### src/sv/tlfs_pkg.sv
// types and constants shared by the feedback scheduler
// no dependencies
package tlfs_pkg;
  localparam int unsigned ID_W = 3;
  localparam int unsigned NUM_IDS = 8;

  typedef enum logic [1:0] {
    CMD_ADMIT    = 2'd0,
    CMD_DISPATCH = 2'd1,
    CMD_EXPIRE   = 2'd2,
    CMD_FINISH   = 2'd3
  } cmd_t;

  typedef enum logic [2:0] {
    ST_OK     = 3'd0,
    ST_EMPTY  = 3'd1,
    ST_FULL   = 3'd2,
    ST_BUSY   = 3'd3,
    ST_NO_JOB = 3'd4
  } status_t;

  typedef enum logic [1:0] {
    LV_HIGH = 2'd0,
    LV_MED  = 2'd1,
    LV_LOW  = 2'd2
  } level_t;

  localparam logic [0:0] REG_HIGH_LIMIT = 1'd0;
  localparam logic [0:0] REG_MED_LIMIT  = 1'd1;

  typedef struct packed {
    logic [1:0]      command;
    logic [ID_W-1:0] job_id;
  } cmd_beat_t;

  typedef struct packed {
    logic [2:0]      status;
    logic [ID_W-1:0] result_job;
    logic [1:0]      level;
    logic [1:0]      next_level;
  } res_beat_t;
endpackage

### src/sv/tlfs_if.sv
// valid/ready channel interfaces for commands and results
// depends on tlfs_pkg
interface tlfs_cmd_if;
  logic valid;
  logic ready;
  logic [1:0] command;
  logic [tlfs_pkg::ID_W-1:0] job_id;
  modport source (output valid, command, job_id, input ready);
  modport sink (input valid, command, job_id, output ready);
endinterface

interface tlfs_res_if;
  logic valid;
  logic ready;
  logic [2:0] status;
  logic [tlfs_pkg::ID_W-1:0] result_job;
  logic [1:0] level;
  logic [1:0] next_level;
  modport source (output valid, status, result_job, level, next_level, input ready);
  modport sink (input valid, status, result_job, level, next_level, output ready);
endinterface

### src/sv/tlfs_front.sv
// front end: takes command beats and queues them
// depends on tlfs_pkg
module tlfs_front (
  input  logic                  clk,
  input  logic                  rst,
  input  logic                  in_valid,
  output logic                  in_ready,
  input  logic [1:0]            in_command,
  input  logic [tlfs_pkg::ID_W-1:0] in_job_id,
  output logic                  q_valid,
  input  logic                  q_ready,
  output tlfs_pkg::cmd_beat_t   q_beat
);
  // two-entry queue
  tlfs_pkg::cmd_beat_t slot [2];
  logic rd, wr;
  logic [1:0] count;
  logic push, pop;

  assign in_ready = (count != 2'd2);
  assign push = in_valid && in_ready;
  assign pop = q_valid && q_ready;
  assign q_valid = (count != 2'd0);
  assign q_beat = slot[rd];

  always_ff @(posedge clk) begin
    if (rst) begin
      rd <= 1'b0;
      wr <= 1'b0;
      count <= 2'd0;
    end else begin
      if (push) wr <= ~wr;
      if (pop) rd <= ~rd;
      count <= count + {1'b0, push} - {1'b0, pop};
    end
  end

  always_ff @(posedge clk) begin
    if (push) begin
      slot[wr].command <= in_command;
      slot[wr].job_id <= in_job_id;
    end
  end
endmodule

### src/sv/tlfs_back.sv
// back end: queues, per-job counts and the command executor with result register
// depends on tlfs_pkg
module tlfs_back #(
  parameter int unsigned MAX_JOBS = 8
) (
  input  logic                clk,
  input  logic                rst,
  input  logic                q_valid,
  output logic                q_ready,
  input  tlfs_pkg::cmd_beat_t q_beat,
  input  logic [3:0]          high_limit,
  input  logic [3:0]          medium_limit,
  output logic                r_valid,
  input  logic                r_ready,
  output tlfs_pkg::res_beat_t r_beat
);
  localparam int unsigned PW = (MAX_JOBS > 1) ? $clog2(MAX_JOBS) : 1;
  localparam int unsigned FW = $clog2(MAX_JOBS + 1);
  localparam int unsigned IW = tlfs_pkg::ID_W;

  logic [IW-1:0] qmem [3][MAX_JOBS];
  logic [PW-1:0] head [3];
  logic [FW-1:0] fill [3];
  logic [3:0] hruns [tlfs_pkg::NUM_IDS];
  logic [3:0] mruns [tlfs_pkg::NUM_IDS];
  logic [1:0] jlev [tlfs_pkg::NUM_IDS];
  logic [IW-1:0] running_job;
  logic running_valid;

  logic go;
  tlfs_pkg::res_beat_t res;
  logic do_push, do_pop, set_run, clr_run;
  logic [1:0] pq, popq, nx;
  logic [IW-1:0] push_id, got;
  logic [PW-1:0] tail [3];

  assign q_ready = !r_valid || r_ready;
  assign go = q_valid && q_ready;

  function automatic logic [PW-1:0] wrap(input logic [PW:0] v);
    logic [PW:0] m;
    m = v - (PW+1)'(MAX_JOBS);
    return (v >= (PW+1)'(MAX_JOBS)) ? m[PW-1:0] : v[PW-1:0];
  endfunction

  always_comb begin
    for (int q = 0; q < 3; q++)
      tail[q] = wrap({1'b0, head[q]} + (PW+1)'(fill[q]));
  end

  always_comb begin
    logic [IW-1:0] j;
    j = running_job;
    res = '0;
    do_push = 1'b0;
    do_pop = 1'b0;
    set_run = 1'b0;
    clr_run = 1'b0;
    pq = tlfs_pkg::LV_HIGH;
    popq = tlfs_pkg::LV_HIGH;
    push_id = q_beat.job_id;
    got = '0;
    nx = tlfs_pkg::LV_HIGH;
    case (q_beat.command)
      tlfs_pkg::CMD_ADMIT: begin
        res.result_job = q_beat.job_id;
        if (fill[0] == FW'(MAX_JOBS)) res.status = tlfs_pkg::ST_FULL;
        else begin
          res.status = tlfs_pkg::ST_OK;
          do_push = 1'b1;
        end
      end
      tlfs_pkg::CMD_DISPATCH: begin
        if (running_valid) begin
          res.status = tlfs_pkg::ST_BUSY;
          res.result_job = j;
          res.level = jlev[j];
          res.next_level = jlev[j];
        end else if (fill[0] != '0 || fill[1] != '0 || fill[2] != '0) begin
          if (fill[0] != '0) popq = tlfs_pkg::LV_HIGH;
          else if (fill[1] != '0) popq = tlfs_pkg::LV_MED;
          else popq = tlfs_pkg::LV_LOW;
          got = qmem[popq][head[popq]];
          do_pop = 1'b1;
          set_run = 1'b1;
          res.status = tlfs_pkg::ST_OK;
          res.result_job = got;
          res.level = popq;
          res.next_level = popq;
        end else res.status = tlfs_pkg::ST_EMPTY;
      end
      default: begin
        if (!running_valid) res.status = tlfs_pkg::ST_NO_JOB;
        else if (q_beat.command == tlfs_pkg::CMD_FINISH) begin
          clr_run = 1'b1;
          res.status = tlfs_pkg::ST_OK;
          res.result_job = j;
          res.level = jlev[j];
          res.next_level = jlev[j];
        end else begin
          if (hruns[j] < high_limit) nx = tlfs_pkg::LV_HIGH;
          else if (mruns[j] < medium_limit) nx = tlfs_pkg::LV_MED;
          else nx = tlfs_pkg::LV_LOW;
          res.result_job = j;
          res.level = jlev[j];
          if (fill[nx] == FW'(MAX_JOBS)) begin
            res.status = tlfs_pkg::ST_FULL;
            res.next_level = jlev[j];
          end else begin
            res.status = tlfs_pkg::ST_OK;
            res.next_level = nx;
            do_push = 1'b1;
            pq = nx;
            push_id = j;
            clr_run = 1'b1;
          end
        end
      end
    endcase
  end

  always_ff @(posedge clk) begin
    if (rst) begin
      r_valid <= 1'b0;
      running_valid <= 1'b0;
      running_job <= '0;
      for (int q = 0; q < 3; q++) begin
        head[q] <= '0;
        fill[q] <= '0;
      end
    end else begin
      if (go) r_valid <= 1'b1;
      else if (r_ready) r_valid <= 1'b0;
      if (go) begin
        if (do_push) fill[pq] <= fill[pq] + FW'(1);
        if (do_pop) begin
          fill[popq] <= fill[popq] - FW'(1);
          head[popq] <= wrap({1'b0, head[popq]} + (PW+1)'(1));
        end
        if (set_run) begin
          running_valid <= 1'b1;
          running_job <= got;
        end
        if (clr_run) running_valid <= 1'b0;
      end
    end
  end

  // payload: queue storage, per-job counts, result register
  always_ff @(posedge clk) begin
    if (go) begin
      r_beat <= res;
      if (do_push) qmem[pq][tail[pq]] <= push_id;
      if (do_push && q_beat.command == tlfs_pkg::CMD_ADMIT) begin
        hruns[q_beat.job_id] <= 4'd1;
        mruns[q_beat.job_id] <= 4'd0;
        jlev[q_beat.job_id] <= tlfs_pkg::LV_HIGH;
      end
      if (do_pop) jlev[got] <= popq;
      if (do_push && q_beat.command == tlfs_pkg::CMD_EXPIRE) begin
        jlev[running_job] <= nx;
        if (nx == tlfs_pkg::LV_HIGH) hruns[running_job] <= hruns[running_job] + 4'd1;
        else if (nx == tlfs_pkg::LV_MED) mruns[running_job] <= mruns[running_job] + 4'd1;
      end
    end
  end
endmodule

### src/sv/three_level_feedback_scheduler.sv
// top level of the three-level feedback scheduler
// depends on tlfs_pkg, tlfs_if, tlfs_front and tlfs_back
//
// usage
//   cmd channel (sink): one beat per command, fields command and job_id
//   res channel (source): exactly one result beat per command
//   apb port: register 0 high_limit at 0x0, register 1 medium_limit at 0x4
//   path: a command is written into a front queue slot, then executed
//     from that slot into the result register, from which its result
//     beat is taken
//   throughput: one command per cycle while the result receiver keeps up,
//     set by the single executor that reads and updates queue state in one step
//   a two-entry queue parts front and back; the result register lets the
//     next command run while the last result is still being taken
//   when the receiver stalls the executor holds, the front queue fills and
//     cmd ready drops once it holds two beats
//   reset (synchronous, active high) empties all queues, clears the
//     running job and loads the limits 2 and 4; queue contents and per-job
//     counts stay undefined until written
module three_level_feedback_scheduler #(
  parameter int unsigned MAX_JOBS = 8
) (
  input  logic        clk,
  input  logic        rst,
  tlfs_cmd_if.sink    cmd,
  tlfs_res_if.source  res,
  input  logic        psel,
  input  logic        penable,
  input  logic        pwrite,
  input  logic [2:0]  paddr,
  input  logic [31:0] pwdata,
  output logic [31:0] prdata,
  output logic        pready
);
  logic [3:0] high_limit, medium_limit;
  logic q_valid, q_ready;
  tlfs_pkg::cmd_beat_t q_beat;
  tlfs_pkg::res_beat_t r_beat;

  // configuration registers
  assign pready = 1'b1;
  always_ff @(posedge clk) begin
    if (rst) begin
      high_limit <= 4'd2;
      medium_limit <= 4'd4;
    end else if (psel && penable && pwrite && pready && paddr[1:0] == 2'b00) begin
      if (paddr[2] == tlfs_pkg::REG_HIGH_LIMIT) high_limit <= pwdata[3:0];
      else medium_limit <= pwdata[3:0];
    end
  end
  assign prdata = (paddr[2] == tlfs_pkg::REG_HIGH_LIMIT) ? {28'd0, high_limit}
                                                       : {28'd0, medium_limit};

  // front: accept and buffer command beats
  tlfs_front u_front (
    .clk(clk), .rst(rst),
    .in_valid(cmd.valid), .in_ready(cmd.ready),
    .in_command(cmd.command), .in_job_id(cmd.job_id),
    .q_valid(q_valid), .q_ready(q_ready), .q_beat(q_beat)
  );

  // back: execute against queue state
  tlfs_back #(.MAX_JOBS(MAX_JOBS)) u_back (
    .clk(clk), .rst(rst),
    .q_valid(q_valid), .q_ready(q_ready), .q_beat(q_beat),
    .high_limit(high_limit), .medium_limit(medium_limit),
    .r_valid(res.valid), .r_ready(res.ready), .r_beat(r_beat)
  );

  assign res.status = r_beat.status;
  assign res.result_job = r_beat.result_job;
  assign res.level = r_beat.level;
  assign res.next_level = r_beat.next_level;
endmodule
### src/flat_wrapper.sv
// flat-port wrapper written by rule: the top's interface ports become plain ports
module three_level_feedback_scheduler_flat 
#(
  parameter int unsigned MAX_JOBS = 8
)
  (clk, rst, psel, penable, pwrite, paddr, pwdata, prdata, pready, cmd_valid, cmd_command, cmd_job_id, cmd_ready, res_valid, res_status, res_result_job, res_level, res_next_level, res_ready);
  tlfs_cmd_if cmd_i ();
  tlfs_res_if res_i ();
  input  logic clk;
  input  logic rst;
  input  logic psel;
  input  logic penable;
  input  logic pwrite;
  input  logic [2:0] paddr;
  input  logic [31:0] pwdata;
  output logic [31:0] prdata;
  output logic pready;
  input wire logic [$bits(cmd_i.valid)-1:0] cmd_valid;
  input wire logic [$bits(cmd_i.command)-1:0] cmd_command;
  input wire logic [$bits(cmd_i.job_id)-1:0] cmd_job_id;
  output wire logic [$bits(cmd_i.ready)-1:0] cmd_ready;
  output wire logic [$bits(res_i.valid)-1:0] res_valid;
  output wire logic [$bits(res_i.status)-1:0] res_status;
  output wire logic [$bits(res_i.result_job)-1:0] res_result_job;
  output wire logic [$bits(res_i.level)-1:0] res_level;
  output wire logic [$bits(res_i.next_level)-1:0] res_next_level;
  input wire logic [$bits(res_i.ready)-1:0] res_ready;
  assign cmd_i.valid = cmd_valid;
  assign cmd_i.command = cmd_command;
  assign cmd_i.job_id = cmd_job_id;
  assign cmd_ready = cmd_i.ready;
  assign res_valid = res_i.valid;
  assign res_status = res_i.status;
  assign res_result_job = res_i.result_job;
  assign res_level = res_i.level;
  assign res_next_level = res_i.next_level;
  assign res_i.ready = res_ready;
  three_level_feedback_scheduler #(.MAX_JOBS(MAX_JOBS)) u_core (.clk(clk), .rst(rst), .cmd(cmd_i), .res(res_i), .psel(psel), .penable(penable), .pwrite(pwrite), .paddr(paddr), .pwdata(pwdata), .prdata(prdata), .pready(pready));
endmodule
### config.mk
export PLATFORM = sky130hd
export DESIGN_NAME = three_level_feedback_scheduler_flat
export DESIGN_NICKNAME = d
export VERILOG_FILES = /design/src/sv/tlfs_pkg.sv /design/src/sv/tlfs_if.sv /design/src/sv/tlfs_front.sv /design/src/sv/tlfs_back.sv /design/src/sv/three_level_feedback_scheduler.sv /design/src/flat_wrapper.sv
export SDC_FILE = /design/constraint.sdc
export NUM_CORES = 1
export LEC_CHECK = 0
export BUFFER_PORTS_ARGS = -buffer_cell sky130_fd_sc_hd__buf_2
export CAP_MARGIN = 20
export CORE_MARGIN = 3
export CORE_UTILIZATION = 45
export CTS_CLUSTER_SIZE = 20
export DETAILED_ROUTE_END_ITERATION = 10
export GPL_ROUTABILITY_DRIVEN = 1
export PLACE_DENSITY = 0.63
export SYNTH_ARGS = -nofsm -noshare
export SYNTH_HDL_FRONTEND = slang
export SYNTH_SLANG_ARGS = --single-unit
### constraint.sdc
create_clock -name clk -period 5 [get_ports clk]
set_clock_uncertainty 0.05 [all_clocks]
set_input_delay 1 -clock clk [delete_from_list [all_inputs] [get_ports clk]]
set_output_delay 1 -clock clk [all_outputs]
set_load 0.02 [all_outputs]
==> insert_results.sql <==
INSERT INTO impl_metrics (metric_group, metric, value, unit) VALUES
('status', 'status', 'completed', ''),
('power', 'powerDensity', '439', 'nW/um2'),
('setup_path', 'reg2reg_to', 'u_core.u_back.qmem[1][16]$_DFFE_PP_', ''),
('global_route', 'antenna_found_initial', '0', ''),
('clock_network', 'clock_latency', '500', 'ps'),
('route', 'detail_route.wirelength', '23.6', 'mm'),
('power', 'switching_power', '1.55', 'mW'),
('floorplanning', 'start_util', '46.6', '%'),
('hold_path', 'hold_path_class', 'reg -> reg', ''),
('timing', 'timing.final.max_slew_violations', '0', ''),
('synthesis', 'synth-warning-count', '0', ''),
('power', 'switching_share', '30.4', '%'),
('clock_network', 'cts_root_buf', 'clkbuf_16', ''),
('final_layout', 'syn_to_final_growth', '12.0', '%'),
('placed_design', 'place_worst_setup_slack', '295', 'ps'),
('floorplanning', 'die_w', '158', 'um'),
('floorplanning', 'fp.coreArea', '22200', 'um2'),
('timing', 'finalHoldViolCount', '0', ''),
('synthesis', 'yosys.cell_types.count', '69', ''),
('synthesis', 'async_reset_ff_share', '0', '%'),
('timing', 'rsz0062_at_grt', 'yes', ''),
('timing', 'finalCritPeriodShare', '94.9', '%'),
('setup_path', 'critPathKind', 'reg -> reg', ''),
('synthesis', 'ys_seq_elements', '214', ''),
('synthesis', 'synth_top_flop_cell', 'edfxtp_1', ''),
('timing', 'report.final.setup_viol', '0', ''),
('floorplanning', 'i_o_pins', '92', ''),
('floorplanning', 'die-area', '24900', 'um2'),
('timing', 'fin_ws', '254', 'ps'),
('synthesis', 'post-synth-top-count-cell', 'edfxtp_1', ''),
('setup_path', 'endpoint_kind', 'flop', ''),
('synthesis', 'synth.top_cells.by_count', '193 x edfxtp_1, 86 x nor2_1, 59 x nand2_1', ''),
('final_layout', 'drive_gt1_share', '17.3', '%'),
('global_route', 'first_global_vias', '6359', ''),
('power', 'pwr-share-comb', '23.5', '%'),
('clock_network', 'max-clock-path-buffers', '3', ''),
('final_layout', 'fillerInstances', '1935', ''),
('route', 'drt_pass1_iterations', '5', ''),
('route', 'drcViolationCount', '0', ''),
('timing', 'holdWs', '444', 'ps'),
('timing', 'worst_margin_slew', '948', 'ps'),
('hold_path', 'worstHoldPathCells', '2', ''),
('final_layout', 'antenna_cells', '0', ''),
('hold_path', 'hold_path_startpoint', 'u_core.high_limit[3]$_SDFFE_PP0P_', ''),
('setup_path', 'reg2regPathDepth', '12', ''),
('route', 'wl_per_cell', '20.3', 'um'),
('flow_run', 'cap_viol_max_count', '0', ''),
('synthesis', 'synth_area_per_cell', '12.8', 'um2'),
('route', 'drt.antenna.violating_nets', '0', ''),
('global_route', 'global_route_usage_over_all_layers', '18.7', '%'),
('setup_path', 'cp_data_arrival_time', '4860', 'ps'),
('global_route', 'global_route_wire_length_before_repair', '35.9', 'mm'),
('timing', 'fmax', '0.211', 'GHz'),
('timing', 'relSlewSlack', '36.3', '%'),
('floorplanning', 'die_y', '158', 'um'),
('clock_network', 'cts_inserted_buffers', '23', ''),
('clock_network', 'cts_tree', 'built', ''),
('placed_design', 'hpwl', '16.9', 'mm'),
('placed_design', 'port-buffer-count', '34', ''),
('global_route', 'final_global_route_overflow_total', '0', ''),
('synthesis', 'synth_edf_count', '193', ''),
('final_layout', 'finalNetCount', '933', ''),
('synthesis', 'netlist_area_before_placement', '10400', 'um2'),
('timing', 'timing.final.crit_period', '4750', 'ps'),
('hold_path', 'timing.hold.worst_endpoint', 'u_core.high_limit[3]$_SDFFE_PP0P_', ''),
('route', 'drt_iter0_drc', '572', ''),
('clock_network', 'cts.htree.levels', '1', ''),
('power', 'fin_total_pwr', '5.09', 'mW'),
('power', 'vdd.ir_drop.worst', '0.304', 'mV'),
('power', 'clockPowerShare', '31.3', '%'),
('power', 'pwr-share-seq', '45.3', '%');
[sequential cells by signal (all words and copies together) (netlist names), named ones only]
signal                       cells
u_core.u_back.qmem              72
u_core.u_back.hruns             32
u_core.u_back.mruns             32
u_core.u_back.jlev              16
u_core.u_back.fill              12
u_core.u_back.r_beat            10
u_core.u_front.slot             10
u_core.u_back.head               9
u_core.high_limit                4
u_core.medium_limit              4
u_core.u_back.running_job        3
u_core.u_front.count             2
u_core.u_back.r_valid            1
u_core.u_back.running_valid      1
u_core.u_front.rd                1
u_core.u_front.wr                1
[worst max path at each step]
stage / startpoint / end / slack [ps] / cells after the start
CTS: flop / u_core.u_back.qmem[2][5]$_DFFE_PP_ / 290 / 13
finish: flop / u_core.u_back.qmem[1][16]$_DFFE_PP_ / 250 / 12
detailed placement: flop / u_core.u_back.qmem[2][5]$_DFFE_PP_ / 300 / 13
global placement: flop / u_core.u_back.qmem[0][2]$_DFFE_PP_ / 430 / 13
global route: flop / u_core.u_back.qmem[0][2]$_DFFE_PP_ / -50 / 13
floorplan: flop / u_core.u_back.qmem[0][0]$_DFFE_PP_ / 360 / 14
[worst max-delay path, stage by stage, from the launching register on]
cell and delay [ps]:
dfxtp_1 370, buf_12 190, mux4_2 520, mux2_2 330, ha_1 320, a21oi_1 370, o21a_1 190, o22a_1 290
and3_1 240, o21ai_1 260, a21oi_1 450, nand4_1 400, nor2_1 440
[final cells by class]
cell class | count | area [um2] | area share, %
Clock buffer | 30 | 632 | 5.45
Clock inverter | 11 | 83.8 | 0.722
Multi-Input combinational cell | 542 | 3830 | 33.0
Timing Repair Buffer | 62 | 405 | 3.49
Inverter | 24 | 90.1 | 0.776
Tap cell | 280 | 350 | 3.02
Sequential cell | 214 | 6220 | 53.6
[metrics by stage]
step           instance area [um2]  std cells
6_report                     11600       1163
5_1_grt                      11600       1163
4_1_cts                      11600       1163
3_5_place_dp                 10900       1122
3_3_place_gp                 10900       1122
2_1_floorplan                10500        839
[kinds of logic after synthesis]
kind of cell             after synthesis  share of synthesized area, %
AND/OR/NAND/NOR                      248                          11.3
buffers and inverters                 83                          4.30
other                                  2                        0.0725
XOR/XNOR                              17                          1.44
multiplexers                          95                          12.0
adder cells (fa/ha/maj)               19                          2.51
flip-flops                           214                          60.0
AO/OA/AOI/OAI                        134                          8.42
[per-layer routing]
| layer | up-vias | part of all wire [%] | global-route usage (%) |
|---|---|---|---|
| met2 | 262 | 48 | 30.9 |
| met5 | - | 0 | 0 |
| met3 | 38 | 6.4 | 2.76 |
| met1 | 3233 | 43 | 25.9 |
| met4 | 0 | 2.4 | 5.58 |
| li1 | 3133 | - | - |
[layout by cell type, fill, tap and decap left out, drive strengths merged, types with 8 or more instances in the layout]
cell	count
clkbuf	30
xnor2	9
nand2b	10
ha	16
mux4	19
nor2	86
nand3	18
xor2	8
edfxtp	193
a31oi	8
inv	23
dfxtp	21
mux2i	49
a21oi	30
and3	9
nor2b	8
nand2	59
conb	29
buf	62
o21ai	38
mux2	27
nor3	22
clkinv	11
[power by group through the flow]
stage	registers [mW]	logic (mW)	clock network, mW
final	2.30	1.19	1.59
after global routing	2.32	1.30	1.70
after CTS	2.30	1.19	1.63
after detailed placement	2.34	1.18	0
after global placement	2.33	1.17	0
after floorplan	2.30	0.844	0
[repair_timing]
item,CTS,global route
hold buffers,0,0
buffers inserted,0,0
setup endpoints to repair,0,9
gates resized for setup,0,2
Note: power is estimated with default switching activity, not from simulation.
